`config.mk`:
```
export PLATFORM = sky130hd
export DESIGN_NAME = branch_condition_resolver_unit
export DESIGN_NICKNAME = d
export VERILOG_FILES = /design/src/bcr_pkg.sv /design/src/bcr_resolve.sv /design/src/branch_condition_resolver_unit.sv
export VERILOG_INCLUDE_DIRS = /design/src /design/src/src
export SDC_FILE = /design/constraint.sdc
export NUM_CORES = 1
export LEC_CHECK = 0
export BUFFER_PORTS_ARGS = -buffer_cell sky130_fd_sc_hd__buf_4
export CAP_MARGIN = 20
export CORE_ASPECT_RATIO = 1.75
export CORE_MARGIN = 3
export CORE_UTILIZATION = 40
export DETAILED_ROUTE_END_ITERATION = 6
export PLACE_DENSITY = 0.68
export SLEW_MARGIN = 5
export SYNTH_ARGS = -nofsm -noshare
export SYNTH_HDL_FRONTEND = slang
export SYNTH_HIERARCHICAL = 1
export SYNTH_SLANG_ARGS = --single-unit
```
`constraint.sdc`:
```
create_clock -name clk -period 13.2 [get_ports clk]
set_input_delay 1.98 -clock clk [delete_from_list [all_inputs] [get_ports clk]]
set_output_delay 1.98 -clock clk [all_outputs]
set_load 0.02 [all_outputs]
```
`src/branch_condition_resolver_unit_assert.svh`:
```
// ----------------------------------------------------------------------------
// Branch condition resolver assertion macros
// Concurrent assertion wrappers; define NO_ASSERTIONS to compile them out.
// ----------------------------------------------------------------------------
`ifndef BRANCH_CONDITION_RESOLVER_UNIT_ASSERT_SVH
`define BRANCH_CONDITION_RESOLVER_UNIT_ASSERT_SVH

`ifndef NO_ASSERTIONS

// Consequent must hold in the same cycle as the antecedent.
`define BCR_ASSERT_SAME(lbl, clk, rst_n, ante, cons) \
	lbl: assert property (@(posedge clk) disable iff (!rst_n) (ante) |-> (cons)) \
		else $error("branch resolver assertion failed");

// Consequent must hold in the cycle after the antecedent.
`define BCR_ASSERT_NEXT(lbl, clk, rst_n, ante, cons) \
	lbl: assert property (@(posedge clk) disable iff (!rst_n) (ante) |=> (cons)) \
		else $error("branch resolver assertion failed");

`else

`define BCR_ASSERT_SAME(lbl, clk, rst_n, ante, cons)
`define BCR_ASSERT_NEXT(lbl, clk, rst_n, ante, cons)

`endif

`endif

```
`src/bcr_pkg.sv`:
```
// ----------------------------------------------------------------------------
// Branch condition resolver package
// Beat types, instruction kind codes, cycle costs and the condition test.
// ----------------------------------------------------------------------------
`timescale 1ns / 1ps

package bcr_pkg;

	// Instruction kind codes
	localparam logic [2:0] KIND_BCC  = 3'd0;
	localparam logic [2:0] KIND_BRA  = 3'd1;
	localparam logic [2:0] KIND_BSR  = 3'd2;
	localparam logic [2:0] KIND_DBCC = 3'd3;
	localparam logic [2:0] KIND_SCC  = 3'd4;
	localparam logic [2:0] KIND_NOP  = 3'd5;

	// Condition codes, opcode bits 11..8
	localparam logic [3:0] CC_T  = 4'd0;
	localparam logic [3:0] CC_F  = 4'd1;
	localparam logic [3:0] CC_HI = 4'd2;
	localparam logic [3:0] CC_LS = 4'd3;
	localparam logic [3:0] CC_CC = 4'd4;
	localparam logic [3:0] CC_CS = 4'd5;
	localparam logic [3:0] CC_NE = 4'd6;
	localparam logic [3:0] CC_EQ = 4'd7;
	localparam logic [3:0] CC_VC = 4'd8;
	localparam logic [3:0] CC_VS = 4'd9;
	localparam logic [3:0] CC_PL = 4'd10;
	localparam logic [3:0] CC_MI = 4'd11;
	localparam logic [3:0] CC_GE = 4'd12;
	localparam logic [3:0] CC_LT = 4'd13;
	localparam logic [3:0] CC_GT = 4'd14;
	localparam logic [3:0] CC_LE = 4'd15;

	// Cycle costs
	localparam logic [4:0] CYC_BRANCH      = 5'd10;
	localparam logic [4:0] CYC_BCC_SHORT   = 5'd8;
	localparam logic [4:0] CYC_BCC_WORD    = 5'd12;
	localparam logic [4:0] CYC_BSR         = 5'd18;
	localparam logic [4:0] CYC_DBCC_TRUE   = 5'd12;
	localparam logic [4:0] CYC_DBCC_EXPIRE = 5'd14;
	localparam logic [4:0] CYC_SCC_REG_T   = 5'd6;
	localparam logic [4:0] CYC_SCC_REG_F   = 5'd4;
	localparam logic [4:0] CYC_SCC_MEM     = 5'd8;
	localparam logic [4:0] CYC_NOP         = 5'd4;

	localparam logic [15:0] COUNT_EXPIRED = 16'hffff;
	localparam logic [7:0]  SET_TRUE      = 8'hff;

	typedef struct packed {
		logic [2:0]  kind;
		logic [15:0] opcode;
		logic [15:0] extension;
		logic [31:0] instr_address;
		logic [3:0]  flags;
		logic [15:0] count_word;
		logic [31:0] stack_pointer;
	} item_t;

	typedef struct packed {
		logic [31:0] next_pc;
		logic        taken;
		logic [15:0] new_count;
		logic        count_write;
		logic        push_write;
		logic [31:0] push_address;
		logic [31:0] push_value;
		logic [7:0]  set_byte;
		logic [4:0]  cycles;
		logic        used_extension;
	} result_t;

	// Evaluate a condition code against N Z V C (bits 3..0)
	function automatic logic cond_holds(input logic [3:0] cond, input logic [3:0] flags);
		logic n, z, v, c, res;
		n = flags[3];
		z = flags[2];
		v = flags[1];
		c = flags[0];
		unique case (cond)
			CC_T:    res = 1'b1;
			CC_F:    res = 1'b0;
			CC_HI:   res = !c && !z;
			CC_LS:   res = c || z;
			CC_CC:   res = !c;
			CC_CS:   res = c;
			CC_NE:   res = !z;
			CC_EQ:   res = z;
			CC_VC:   res = !v;
			CC_VS:   res = v;
			CC_PL:   res = !n;
			CC_MI:   res = n;
			CC_GE:   res = (n == v);
			CC_LT:   res = (n != v);
			CC_GT:   res = !z && (n == v);
			default: res = z || (n != v);
		endcase
		return res;
	endfunction

endpackage

```
`src/bcr_resolve.sv`:
```
// ----------------------------------------------------------------------------
// Branch condition resolver datapath
// Combinational resolution of one program-control instruction.
// ----------------------------------------------------------------------------
`timescale 1ns / 1ps

module bcr_resolve (
	input  bcr_pkg::item_t   item,
	output bcr_pkg::result_t result
);
	import bcr_pkg::*;

	logic        holds;
	logic        byte_zero;
	logic        scc_reg_mode;
	logic [31:0] ext_sx;
	logic [31:0] disp;
	logic [31:0] addr_p2;
	logic [31:0] addr_p4;
	logic [31:0] fall;
	logic [31:0] target;
	logic [31:0] db_target;
	logic [15:0] cnt_dec;

	assign holds        = cond_holds(item.opcode[11:8], item.flags);
	assign byte_zero    = (item.opcode[7:0] == 8'h00);
	assign scc_reg_mode = (item.opcode[5:4] == 2'b00);
	assign ext_sx       = {{16{item.extension[15]}}, item.extension};
	assign disp         = byte_zero ? ext_sx : {{24{item.opcode[7]}}, item.opcode[7:0]};
	assign addr_p2      = item.instr_address + 32'd2;
	assign addr_p4      = item.instr_address + 32'd4;
	assign fall         = byte_zero ? addr_p4 : addr_p2;
	assign target       = addr_p2 + disp;
	assign db_target    = addr_p2 + ext_sx;
	assign cnt_dec      = item.count_word - 16'd1;

	always_comb begin
		result                = '0;
		result.next_pc        = addr_p2;
		result.cycles         = CYC_NOP;
		unique case (item.kind)
			KIND_BCC: begin
				result.used_extension = byte_zero;
				if (holds) begin
					result.next_pc = target;
					result.taken   = 1'b1;
					result.cycles  = CYC_BRANCH;
				end else begin
					result.next_pc = fall;
					result.cycles  = byte_zero ? CYC_BCC_WORD : CYC_BCC_SHORT;
				end
			end
			KIND_BRA: begin
				result.used_extension = byte_zero;
				result.next_pc        = target;
				result.taken          = 1'b1;
				result.cycles         = CYC_BRANCH;
			end
			KIND_BSR: begin
				result.used_extension = byte_zero;
				result.push_write     = 1'b1;
				result.push_address   = item.stack_pointer - 32'd4;
				result.push_value     = fall;
				result.next_pc        = target;
				result.taken          = 1'b1;
				result.cycles         = CYC_BSR;
			end
			KIND_DBCC: begin
				result.used_extension = 1'b1;
				if (holds) begin
					result.next_pc = addr_p4;
					result.cycles  = CYC_DBCC_TRUE;
				end else begin
					result.new_count   = cnt_dec;
					result.count_write = 1'b1;
					if (cnt_dec == COUNT_EXPIRED) begin
						result.next_pc = addr_p4;
						result.cycles  = CYC_DBCC_EXPIRE;
					end else begin
						result.next_pc = db_target;
						result.taken   = 1'b1;
						result.cycles  = CYC_BRANCH;
					end
				end
			end
			KIND_SCC: begin
				result.set_byte = holds ? SET_TRUE : 8'h00;
				if (scc_reg_mode) begin
					result.cycles = holds ? CYC_SCC_REG_T : CYC_SCC_REG_F;
				end else begin
					result.cycles = CYC_SCC_MEM;
				end
			end
			default: begin
				// NOP and the unused kind codes keep the defaults above
				result.cycles = CYC_NOP;
			end
		endcase
	end

endmodule

```
`src/branch_condition_resolver_unit.sv`:
```
// ----------------------------------------------------------------------------
// Branch condition resolver unit
// Resolves Bcc, BRA, BSR, DBcc, Scc and NOP: next PC, counter, push, cycles.
// ----------------------------------------------------------------------------
// A new instruction beat may be started in every cycle: the path is an input
// register, one pass of condition test, displacement add and decode, then a
// result register. busy is high only in the first cycle after reset is
// released; from then on start is taken at every edge. The result sits on
// the result port for one cycle with done high and cannot be held off, so a
// receiver must capture it on that edge.
`timescale 1ns / 1ps

`include "branch_condition_resolver_unit_assert.svh"

module branch_condition_resolver_unit (
	input  logic             clk,
	input  logic             arst_n,
	input  logic             start,
	output logic             busy,
	input  bcr_pkg::item_t   item,
	output logic             done,
	output bcr_pkg::result_t result
);
	import bcr_pkg::*;

	logic    ready_q;
	logic    accept;
	logic    valid_s1;
	item_t   item_s1;
	result_t res_comb;
	logic    valid_s2;
	result_t result_s2;

	// Come out of reset busy for one cycle, then accept every cycle
	always_ff @(posedge clk or negedge arst_n) begin
		if (!arst_n) begin
			ready_q <= 1'b0;
		end else begin
			ready_q <= 1'b1;
		end
	end

	assign busy   = !ready_q;
	assign accept = start && !busy;

	// Stage 1: capture the instruction beat
	always_ff @(posedge clk or negedge arst_n) begin
		if (!arst_n) begin
			valid_s1 <= 1'b0;
		end else begin
			valid_s1 <= accept;
		end
	end

	always_ff @(posedge clk) begin
		if (accept) begin
			item_s1 <= item;
		end
	end

	// Condition test, target add and cycle decode in one pass
	bcr_resolve u_resolve (
		.item   (item_s1),
		.result (res_comb)
	);

	// Stage 2: hold the result for its single strobe cycle
	always_ff @(posedge clk or negedge arst_n) begin
		if (!arst_n) begin
			valid_s2 <= 1'b0;
		end else begin
			valid_s2 <= valid_s1;
		end
	end

	always_ff @(posedge clk) begin
		if (valid_s1) begin
			result_s2 <= res_comb;
		end
	end

	assign done   = valid_s2;
	assign result = result_s2;

	// An accepted beat reaches the resolver stage next cycle
	`BCR_ASSERT_NEXT(a_accept_to_s1, clk, arst_n, accept, valid_s1)
	// The resolver stage always produces a strobe next cycle
	`BCR_ASSERT_NEXT(a_s1_to_done, clk, arst_n, valid_s1, done)
	// A push only comes with a taken subroutine branch
	`BCR_ASSERT_SAME(a_push_taken, clk, arst_n, done && result.push_write,
		result.taken && !result.count_write)
	// Counter write-back only from DBcc, which always consumes the extension
	`BCR_ASSERT_SAME(a_count_ext, clk, arst_n, done && result.count_write,
		result.used_extension && !result.push_write)

endmodule

```
==> results summary, run 1 <==
The min-delay analysis places its worst path in the category flip-flop to flip-flop. The tree is rooted in a clkbuf_16. The detailed-route DRC error count is 0. The worst reg2reg path endpoint is result[126]$_DFFE_PP_.

The routability congestion estimate from global placement is 0.9562. The synthesized area divided by synthesized cell count came out at approximately 11 um^2. The number of primary I/O pins came out at around 250. The worst setup slack after layout came out at ~7 ns. The slowest cell on the critical path is o41ai_1.

The reg-to-reg startpoint is item_s1[54]$_DFFE_PP_. Across all register-to-register paths, the minimum setup slack is 7.02 ns. The placed wire-length estimate came out at 36.59 mm.

The CTS H-tree depth came out at 1. The area overhead of the layout relative to synthesis is 20.64%. The worst IR drop on VDD came out at about 0.1 mV. The detail route stage leaves a number of antenna-violating nets equal to 0. The number of global-route vias before repair came out at about 12000. The ratio of final minimum period to clock period is a little under half. The share of layout cells above drive strength 1 came out at between 20 and 25%. The commonest non-fill, non-tap cell in the layout is buf_4. The launching instance or port of the critical path is item_s1[54]$_DFFE_PP_. The number of hold buffers added after cts is 0. The mapped cell area came out at 14970 um^2. The layout net count came out at around 1800. The die is roughly 150 um wide. The routed layout has about 12000 vias. The number of design-rule violations left by the first detailed-router iteration came out at 896. The count of input and output buffers came out at around 250. The cell occurring most often along the worst timing path is and3_1. The remaining max-slew budget at the tightest pin came out at between 30% and 40%. The cell count after synthesis is ~1400. Following the worst setup path forward leads to its endpoint at result[126]$_DFFE_PP_.

The final worst clock skew is approximately 0.022 ns. The floorplan core area is 36890 um^2. The flow ran to the end, and the final reports show no timing, DRC or antenna violations. The number of pins exceeding their max-slew limit in the final report came out at 0.

For this configuration, the core starts out at a cell density of 40.59%. The post-placement worst setup slack came out at approximately 7.1 ns. The largest single stage delay on the critical path is 0.55 ns. The maximum buffer depth of the clock tree came out at 3. The number of core rows is between 90 and 100. The data arrival time of the critical path came out at approximately 6.5 ns. The number of antenna violations at the first check in global routing is 0. The total congestion overflow after global routing is 0. The die area came out at 39880 um^2.

The first global-routing pass estimated 68.83 mm of wire. The die height is 261.9 um. The Yosys warning count came out at 6. The length in cells of the worst reg-to-reg path is 21. TritonCTS built the clock tree. Traced cell by cell, the critical path runs through ha_1 -> nand4_1 -> nor3_1 -> buf_4 -> and3_1 -> and3_1 -> and3_1 -> nand3_1 -> xor2_1 -> a21oi_1 -> ha_1 -> and3_1 -> and2_1 -> and3_1 -> a31o_2 -> o41ai_1 -> mux2_2 -> o21ai_0 -> o211ai_1 -> a32oi_1 -> o31ai_1. The shortest period the worst path allows is 6.182 ns. The layout has approximately 3400 filler cells.

The total power per unit cell area is 104.4 nW/um^2. The worst setup path is launched from a flip-flop. The smallest hold slack is 0.5505 ns.

The total of endpoints with negative setup slack in the final report came out at 0. The total routed wirelength came out at around 47 mm. The top cell types in the final layout, fill and taps aside, are buf_4, edfxtp_1, nor2_1. The setup fix buffers added after clock tree synthesis is 0. The worst setup path is captured at a flip-flop.

Along the worst path, the maximum fanout reaches 6. The number of buffers created by CTS came out at 24. In the final routed layout, each cell accounts on average for approximately 22 um. The clock latency at the later pin of the worst-skew pair came out at 0.55 ns. The count of cells in the finished layout, fillers not included, comes to approximately 2100. The max-capacitance violation count is 0.

The net count after synthesis is approximately 1600. The number of iterations in the first detailed-routing pass came out at 5. The quantity of gates resized following cts is 0.

Entering global routing, the biggest net connects 84 pins. The number of failing hold endpoints at the final stage came out at 0. Based on the critical path, the design can be clocked at up to 161.8 MHz. The clock net in this run drives a total of 247 sinks. Including well taps, the total number of placed cells is 2097. The number of vias per cell is ~5.7. The clock transition at the register clock pins on the worst setup and hold paths after CTS came out at around 0.07 ns. Setup repair after global routing left no endpoint under its margin. The slew of the pin with the lowest slew margin came out at about 1.0 ns. The final sum of negative setup slack is 0 ns. The endpoint required time on the critical path is 13.47 ns.

Power comes to between 1.5 and 2 mW. The leakage power figure is 7.107 nW. The category of the most critical setup path is flip-flop to flip-flop.

The overall routing resource usage is 22.32%.
[how the worst min path moves through the flow]
stage / from / to / cells past startpoint
finish: item_s1[0]$_DFFE_PP_ / result[46]$_DFFE_PP_ / 1
global route: item_s1[0]$_DFFE_PP_ / result[46]$_DFFE_PP_ / 1
CTS: item_s1[0]$_DFFE_PP_ / result[46]$_DFFE_PP_ / 1
detailed placement: item_s1[0]$_DFFE_PP_ / result[46]$_DFFE_PP_ / 1
global placement: item_s1[0]$_DFFE_PP_ / result[46]$_DFFE_PP_ / 1
floorplan: item_s1[0]$_DFFE_PP_ / result[46]$_DFFE_PP_ / 1
[metal layers]
layer / share of wire, % / wire (um) / GRT usage (%) / vias up
met5: 0 / 0 / 0 / -
met4: 6.5 / 3066 / 13.52 / 0
met3: 3.9 / 1855 / 2.389 / 130
met2: 55 / 26020 / 43.74 / 424
met1: 35 / 16490 / 22.46 / 5764
li1: - / - / - / 5798
[registers in the layout (all words and copies together) (netlist names)]
register	cells
result	129
item_s1	115
done	1
ready_q	1
valid_s1	1
[cell type report]
class                   count  area (um^2)  area share (%)
multi-input cells        1077         7159           39.63
clock inverters            11        106.4          0.5888
flip-flops and latches    247         7406           41.00
diodes                      1        2.502         0.01385
clock buffers              33        654.4           3.623
repair buffers            266         2017           11.17
inverters                  33        123.9          0.6857
well taps                 475        594.3           3.290
[metrics by stage]
stage                     cell area (um^2)  util (%)
final                                18060     48.97
after global routing                 18060     48.96
after CTS                            18030     48.89
after global placement               17270     46.83
after detailed placement             17270     46.83
after floorplan                      14970         -
[worst max-delay path, delay by kind of cell, from the launching register on]
family / cells / cell delay [ns]
AND/OR/NAND/NOR: 9 / 2.04
AO/OA/AOI/OAI: 7 / 1.92
adder cells (fa/ha/maj): 2 / 0.69
flip-flops: 1 / 0.45
multiplexers: 1 / 0.40
XOR/XNOR: 1 / 0.21
buffers and inverters: 1 / 0.18
[power breakdown]
part | total (mW) | internal, mW | switching [mW]
Sequential | 0.917 | 0.893 | 0.0237
Combinational | 0.302 | 0.121 | 0.180
Clock | 0.668 | 0.371 | 0.297
Total | 1.89 | 1.39 | 0.501
No activity file was read; power rests on OpenSTA's default activity.
==> run 2, diff against run 1 <==
==> constraint.sdc (replaced) <==
create_clock -name clk -period 6.3 [get_ports clk]
set_input_delay 0.945 -clock clk [delete_from_list [all_inputs] [get_ports clk]]
set_output_delay 0.945 -clock clk [all_outputs]
set_load 0.02 [all_outputs]
==> run 2 against run 1 <==
Worst setup slack got worse by 6.5 ns. Register-to-register slack got worse by 6.5 ns. Clock power increased by 110%. First-iteration DRC count increased by 3.1%. Largest cell class unchanged. Critical endpoint unchanged. Combinational power increased by 120%. Via count increased by 3.5%.
==> results summary, run 2 (synthesis results as in run 1) <==
The maximum single-stage delay on the critical path was 0.60 ns (+0.05 ns). The CTS H-tree depth is 1 (unchanged). The ratio of final minimum period to clock period is 91.25% (+44 points). The quantity of gates resized following cts is 0 (unchanged). The top fanout value on the critical path came out at 6 (unchanged).

The flow ran to the end, and the final reports show no timing, DRC or antenna violations. The number of antenna-violating nets in the routed design came out at 0 (unchanged). By startpoint and endpoint, the worst setup path is classified as flip-flop to flip-flop. The maximum buffer depth of the clock tree is 3 (unchanged). The total of endpoints with negative setup slack in the final report is 0 (unchanged). The count of inserted antenna diode cells came out at 0 (-1). The number of global-route vias before repair came out at 12441 (+3.7%). In the layout the commonest cells are buf_4, edfxtp_1, nor2_1. The number of iterations in the first detailed-routing pass is 5 (unchanged).

The commonest non-fill, non-tap cell in the layout is buf_4. The total power per unit cell area was 218.6 nW/um^2 (+110%). The switching share of power is 26.55% (about the same). The data arrival time of the critical path came out at 6.04 ns (-0.41 ns).

Traced cell by cell, the critical path runs through ha_1 -> nand4_1 -> nor3_1 -> and3_1 -> and3_1 -> and3_1 -> nand3_1 -> xor2_1 -> a21oi_1 -> ha_1 -> and3_1 -> and2_1 -> and3_1 -> a31o_2 -> o41ai_1 -> buf_4 -> mux2_2 -> o21ai_0 -> o211ai_1 -> a32oi_1 -> o31ai_1. In this design, the largest share of critical-path delay is due to simple AND/OR/NAND/NOR gates. The width of the chip came to 152.3 um (unchanged). The final worst clock skew came out at 0.02329 ns (+0.001203 ns). The overall routing resource usage is 23.58% (+1.3 points). The slowest cell on the critical path is a21oi_1.

The number of failing hold endpoints at the final stage came out at 0 (unchanged). The leakage power figure is 7.258 nW (+2.1%). The die height is 261.9 um (unchanged). The element type at the critical path start is a flip-flop. The power share of the combinational group is 16.5% (+0.5 points). The clock latency at the later pin of the worst-skew pair is 0.57 ns (+0.02 ns). The number of design-rule violations left by the first detailed-router iteration is 924 (+3.1%). The number of clock sinks is 247 (unchanged). The flip-flop count of the largest register after layout came out at 129 (unchanged).

The first-pass GRT wire length came out at 72.40 mm (+5.2%). The die area is 39880 um^2 (unchanged). The shortest period the worst path allows is 5.748 ns (-0.4339 ns). The total routed wirelength is 49.43 mm (+4.2%).

The floorplan core area came out at 36890 um^2 (unchanged). The power share of the clock group came out at 35.5% (about the same). The number of core rows is 93 (unchanged). The area overhead of the layout relative to synthesis is 22.12%. The number of fill cells in the layout came out at 3388 (-0.030%). The initial core utilization is 40.59% (unchanged). The share of layout cells above drive strength 1 came to 21.46% (+1.2 points). The number of vias per cell is 5.775 (+2.1%). Following the worst setup path forward leads to its endpoint at result[126]$_DFFE_PP_. The total via count in the routed design came out at 12538 (+3.5%). The layout net count came out at 1875 (+1.6%). The endpoint identified for the worst register-to-register timing path is result[126]$_DFFE_PP_. The clock transition at the register clock pins on the worst setup and hold paths after CTS was 0.06 ns (about the same). The part of the power in registers is 48.0% (-0.6 points). The net switching power of the design came to 1.061 mW (+110%). The number of pins exceeding their max-slew limit in the final report came out at 0 (unchanged). The achievable frequency came to 174.0 MHz (+7.5%). The buffering stage count on the worst path with inverters included came out at 1 (unchanged).

The overall power consumption came out at 3.998 mW (+110%). The number of primary I/O pins is 253 (unchanged). The max-capacitance violation count came out at 0 (unchanged). The number of buffers created by CTS is 23 (-4.2%).

The pin count of the biggest net entering global routing came out at 84 (unchanged). The number of cells on the critical path is 21 (unchanged). TritonCTS built the clock tree.

The endpoint required time on the critical path came out at 6.59 ns (-6.88 ns). The placed wire-length estimate is 38.32 mm (+4.7%). The slew of the pin with the lowest slew margin is 1.039 ns (+0.01813 ns). The remaining max-slew budget at the tightest pin is 30.75% (-1.2 points). In this run the clock root is driven by a clkbuf_16. The worst IR drop on VDD was 0.2110 mV (+110%). The path class of the tightest hold or removal check is input pin to async pin. The routability congestion estimate from global placement came out at 0.9486 (-0.79%). The number of hold buffers added after cts is 0 (unchanged). The count of input and output buffers came out at 248 (unchanged). The detailed-route DRC error count is 0 (unchanged).

The final cell utilization of the core is 49.57% (+0.60 points). The final routed wire length divided by cell count came out at 22.77 um (+2.9%). The startpoint identified for the worst register-to-register timing path is item_s1[54]$_DFFE_PP_.

In this design, the critical path's most frequently occurring cell is and3_1. Setup repair after global routing left no endpoint under its margin. The worst setup path is captured at a flip-flop. The length in cells of the worst reg-to-reg path is 21 (unchanged).

The setup fix buffers added after clock tree synthesis is 0 (unchanged). The total congestion overflow after global routing was 0 (unchanged). The final sum of negative setup slack is 0 ns (unchanged). The number of antenna violations at the first check in global routing came out at 1 (+1). The slack of the worst reg-to-reg path came to 0.55 ns (-6.47 ns). Tracing the worst setup path back leads to its startpoint at item_s1[54]$_DFFE_PP_. The cell-internal power came to 2.936 mW (+110%).
-- run 2: changes by cell type in the layout (fill, tap and decap cells not counted), sizes merged --
cell / change
inv: -1
clkbuf: -5
diode: -1
clkinv: +4
clkinvlp: -2
buf: +31
bufinv: +2
-- run 2: worst min-delay path by stage --
stage,startpoint,end,slack (ns),cells past startpoint
2_1_floorplan,item_s1[0]$_DFFE_PP_,result[46]$_DFFE_PP_,0.53,1
3_3_place_gp,item_s1[0]$_DFFE_PP_,result[46]$_DFFE_PP_,0.54,1
3_5_place_dp,item_s1[1]$_DFFE_PP_,result[47]$_DFFE_PP_,0.54,1
4_1_cts,arst_n,ready_q$_DFF_PN0_,0.14,1
5_1_grt,arst_n,ready_q$_DFF_PN0_,0.15,1
6_report,arst_n,valid_s1$_DFF_PN0_,0.17,1
-- run 2: power groups by stage --
stage | Sequential, mW | Combinational [mW] | Clock [mW]
floorplan | 1.97 | 0.373 | 0
global placement | 1.96 | 0.632 | 0
detailed placement | 1.96 | 0.639 | 0
CTS | 1.93 | 0.643 | 1.47
global route | 1.93 | 0.709 | 1.52
finish | 1.92 | 0.660 | 1.42
-- run 2: layout make-up --
cell class	count	area [um^2]	share of cell area, %
clock inverter	14	157.7	0.8622
tap	475	594.3	3.250
sequential	247	7406	40.50
timing repair buffer	297	2250	12.30
clock buffer	28	594.3	3.250
inverter	33	123.9	0.6774
multi-input combinational	1077	7159	39.15
-- run 2: stage by stage --
stage | setup WS [ns] | cells | hold slack (ns) | instance area (um^2)
3_3_place_gp | 0.8194 | 2128 | 0.5375 | 17510
4_1_cts | 0.6923 | 2170 | 0.1408 | 18260
5_1_grt | 0.3242 | 2171 | 0.1454 | 18290
2_1_floorplan | 1.412 | 1425 | 0.5279 | 14970
3_5_place_dp | 0.7150 | 2128 | 0.5381 | 17510
6_report | 0.5515 | 2171 | 0.1687 | 18290
-- run 2: worst reg2reg max path, delay by kind of cell (launching register included) --
kind / cells / cell delay [ns]
AO/OA/AOI/OAI: 7 / 1.79
flip-flops: 1 / 0.43
buffers and inverters: 1 / 0.18
adder cells (fa/ha/maj): 2 / 0.69
XOR/XNOR: 1 / 0.18
multiplexers: 1 / 0.31
AND/OR/NAND/NOR: 9 / 1.91
-- run 2: per-layer routing --
metal | track usage [%] | vias up | share of wire (%)
met5 | 0 | - | 0.034
met4 | 17.77 | 2 | 8.8
met3 | 2.966 | 184 | 4.9
met2 | 44.62 | 529 | 54
met1 | 23.33 | 5955 | 33
li1 | - | 5868 | -
==> run 3, diff against run 2 <==
--- a/config.mk
+++ b/config.mk
@@ -12,7 +12,7 @@
 export CORE_MARGIN = 3
 export CORE_UTILIZATION = 40
 export DETAILED_ROUTE_END_ITERATION = 6
-export PLACE_DENSITY = 0.68
+export PLACE_DENSITY_LB_ADDON = 0.05
 export SLEW_MARGIN = 5
 export SYNTH_ARGS = -nofsm -noshare
 export SYNTH_HDL_FRONTEND = slang
==> run 3 against run 2 <==
Cell area grew 0.15%. Via count shrank 2.2%. Worst setup slack gained 0.32 ns. Register-to-register slack gained 0.32 ns. First-iteration DRC count shrank 25%. Largest cell class unchanged. Largest power group unchanged.
==> results summary, run 3 (synthesis results as in run 1) <==
The number of iterations in the first detailed-routing pass is 5 (unchanged). The top fanout value on the critical path came to 34 (+28). The quantity of gates resized following cts is 0 (unchanged). The die height came out at 261.9 um (unchanged). The number of clock sinks came out at 247 (unchanged). The number of design-rule violations left by the first detailed-router iteration came to 696 (-25%). The shortest period the worst path allows was 5.424 ns (-0.3243 ns). Setup repair after global routing left no endpoint under its margin.

The count of input and output buffers was 248 (unchanged). TritonCTS built the clock tree. The slew of the pin with the lowest slew margin is 0.9531 ns (-0.08558 ns). The detailed-route DRC error count was 0 (unchanged). The worst IR drop on VDD came to 0.2209 mV (+4.7%). The clock latency at the later pin of the worst-skew pair is 0.55 ns (-0.02 ns). The number of core rows is 93 (unchanged).

The ratio of final minimum period to clock period is 86.10% (-5.1 points). The initial core utilization came out at 40.59% (unchanged). The number of vias per cell is 5.656 (-2.1%).

The achievable frequency came to 184.4 MHz (+6.0%). The number of fill cells in the layout is 3462 (+2.2%). The total via count in the routed design was 12256 (-2.2%). The number of global-route vias before repair was 12663 (+1.8%). The layout net count is 1870 (-0.27%). The final cell utilization of the core is 49.65% (+0.075 points). The pin count of the biggest net entering global routing came to 76 (-9.5%).

The maximum buffer depth of the clock tree came out at 3 (unchanged). The setup fix buffers added after clock tree synthesis is 0 (unchanged). The number of antenna violations at the first check in global routing came out at 0 (-1). The critical path in this run is classified as flip-flop to flip-flop. The CTS H-tree depth came to 1 (unchanged). The data arrival time of the critical path is 5.72 ns (-0.32 ns). The number of buffers created by CTS came to 25 (+8.7%). The total congestion overflow after global routing came out at 0 (unchanged).

The commonest non-fill, non-tap cell in the layout is buf_4. The number of pins exceeding their max-slew limit in the final report is 0 (unchanged). The width of the chip came out at 152.3 um (unchanged). The final worst clock skew came out at 0.01282 ns (-0.01046 ns).

The tree is rooted in a clkbuf_16. The flip-flop count of the largest register after layout came out at 129 (unchanged). The final routed wire length divided by cell count is 23.00 um (+1.0%).

The clock transition at the register clock pins on the worst setup and hold paths after CTS came to 0.06 ns (about the same). The first-pass GRT wire length is 73.05 mm (+0.90%). STA classifies the critical path endpoint as a flip-flop. The number of antenna-violating nets in the routed design is 0 (unchanged). The top cell types in the final layout, fill and taps aside, are buf_4, edfxtp_1, nor2_1. The run finished with clean final reports. The overall routing resource usage came out at 23.96% (+0.38 points). The final sum of negative setup slack came out at 0 ns (unchanged). The placed wire-length estimate is 39.00 mm (+1.8%). The number of primary I/O pins came to 253 (unchanged). In this run the worst hold path is classified as input pin to async pin. The die area is 39880 um^2 (unchanged). The total of endpoints with negative setup slack in the final report came out at 0 (unchanged). The leakage power figure is 7.263 nW (about the same). The share of layout cells above drive strength 1 is 21.51% (+0.051 points).

The remaining max-slew budget at the tightest pin was 36.46% (+5.7 points). The worst setup path is launched from a flip-flop. The floorplan core area is 36890 um^2 (unchanged).

The endpoint required time on the critical path was 6.60 ns (about the same). The total routed wirelength came to 49.84 mm (+0.83%). The number of hold buffers added after cts is 0 (unchanged). The number of failing hold endpoints at the final stage is 0 (unchanged).

From synthesis to final layout, the design area changed by 22.30%. The max-capacitance violation count came to 0 (unchanged). The count of inserted antenna diode cells came out at 0 (unchanged).

The routability congestion estimate from global placement was 0.9573 (+0.92%). The total power per unit cell area was 225.9 nW/um^2 (+3.3%).
## run 3: cell types whose count changed in the layout (fill, tap and decap cells not counted), moves of 2 or more
cell       change
bufinv_16      +2
clkinv_2       +2
clkinv_1       -4
clkbuf_16      +2
buf_4          -7
## run 3: per-layer routing
metal | GRT usage [%] | vias up | part of all wire [%]
met1 | 22.34 | 5869 | 32
li1 | - | 5837 | -
met4 | 17.60 | 0 | 8.5
met5 | 0 | - | 0
met3 | 2.752 | 149 | 3.8
met2 | 47.34 | 401 | 56
## run 3: worst max-delay path: stages, from the launching register on
cell	delay, ns
edfxtp_1	0.41
nor4_1	0.68
and2_1	0.27
buf_4	0.41
a21o_1	0.19
ha_1	0.21
fa_1	0.27
a21oi_1	0.13
o211ai_1	0.32
a31oi_1	0.22
o21ai_0	0.62
a221o_1	0.35
a31oi_1	0.11
buf_4	0.18
o22ai_1	0.25
mux2i_1	0.23
o2111ai_1	0.11
o22a_1	0.18
## run 3: layout make-up
class / instances / area (um^2) / share of cell area (%)
Inverter: 33 / 123.9 / 0.6764
Multi-Input combinational cell: 1077 / 7166 / 39.13
Timing Repair Buffer: 290 / 2175 / 11.87
Clock buffer: 31 / 648.1 / 3.539
Tap cell: 475 / 594.3 / 3.245
Sequential cell: 247 / 7406 / 40.44
Clock inverter: 14 / 200.2 / 1.093
## run 3: final timing paths
kind,endpoint,from,cells past startpoint,slack (ns)
worst max-delay path,result[127]$_DFFE_PP_,item_s1[100]$_DFFE_PP_,17,0.88
worst min-delay path,valid_s1$_DFF_PN0_,arst_n,1,0.17
worst max register to register,result[127]$_DFFE_PP_,item_s1[100]$_DFFE_PP_,17,0.88
worst min register to register,result[46]$_DFFE_PP_,item_s1[0]$_DFFE_PP_,1,0.56
max in group asynchronous,valid_s1$_DFF_PN0_,arst_n,1,6.02
min in group clk,result[46]$_DFFE_PP_,item_s1[0]$_DFFE_PP_,1,0.56
## run 3: where the power goes
group	total (mW)	switching, mW	internal, mW
logic	0.652	0.390	0.261
clock network	1.56	0.625	0.934
registers	1.93	0.0537	1.87
total	4.14	1.07	3.07
## run 3: stage by stage
step	hold WS (ns)	cell area [um^2]	setup slack [ns]	std cells	power [mW]
after floorplan	0.5279	14970	1.412	1425	2.345
after global placement	0.5388	17460	1.005	2121	2.603
after detailed placement	0.5402	17460	0.9640	2121	2.608
after CTS	0.1440	18310	0.9289	2166	4.179
after global routing	0.1520	18310	0.4991	2167	4.304
final	0.1739	18310	0.8758	2167	4.137
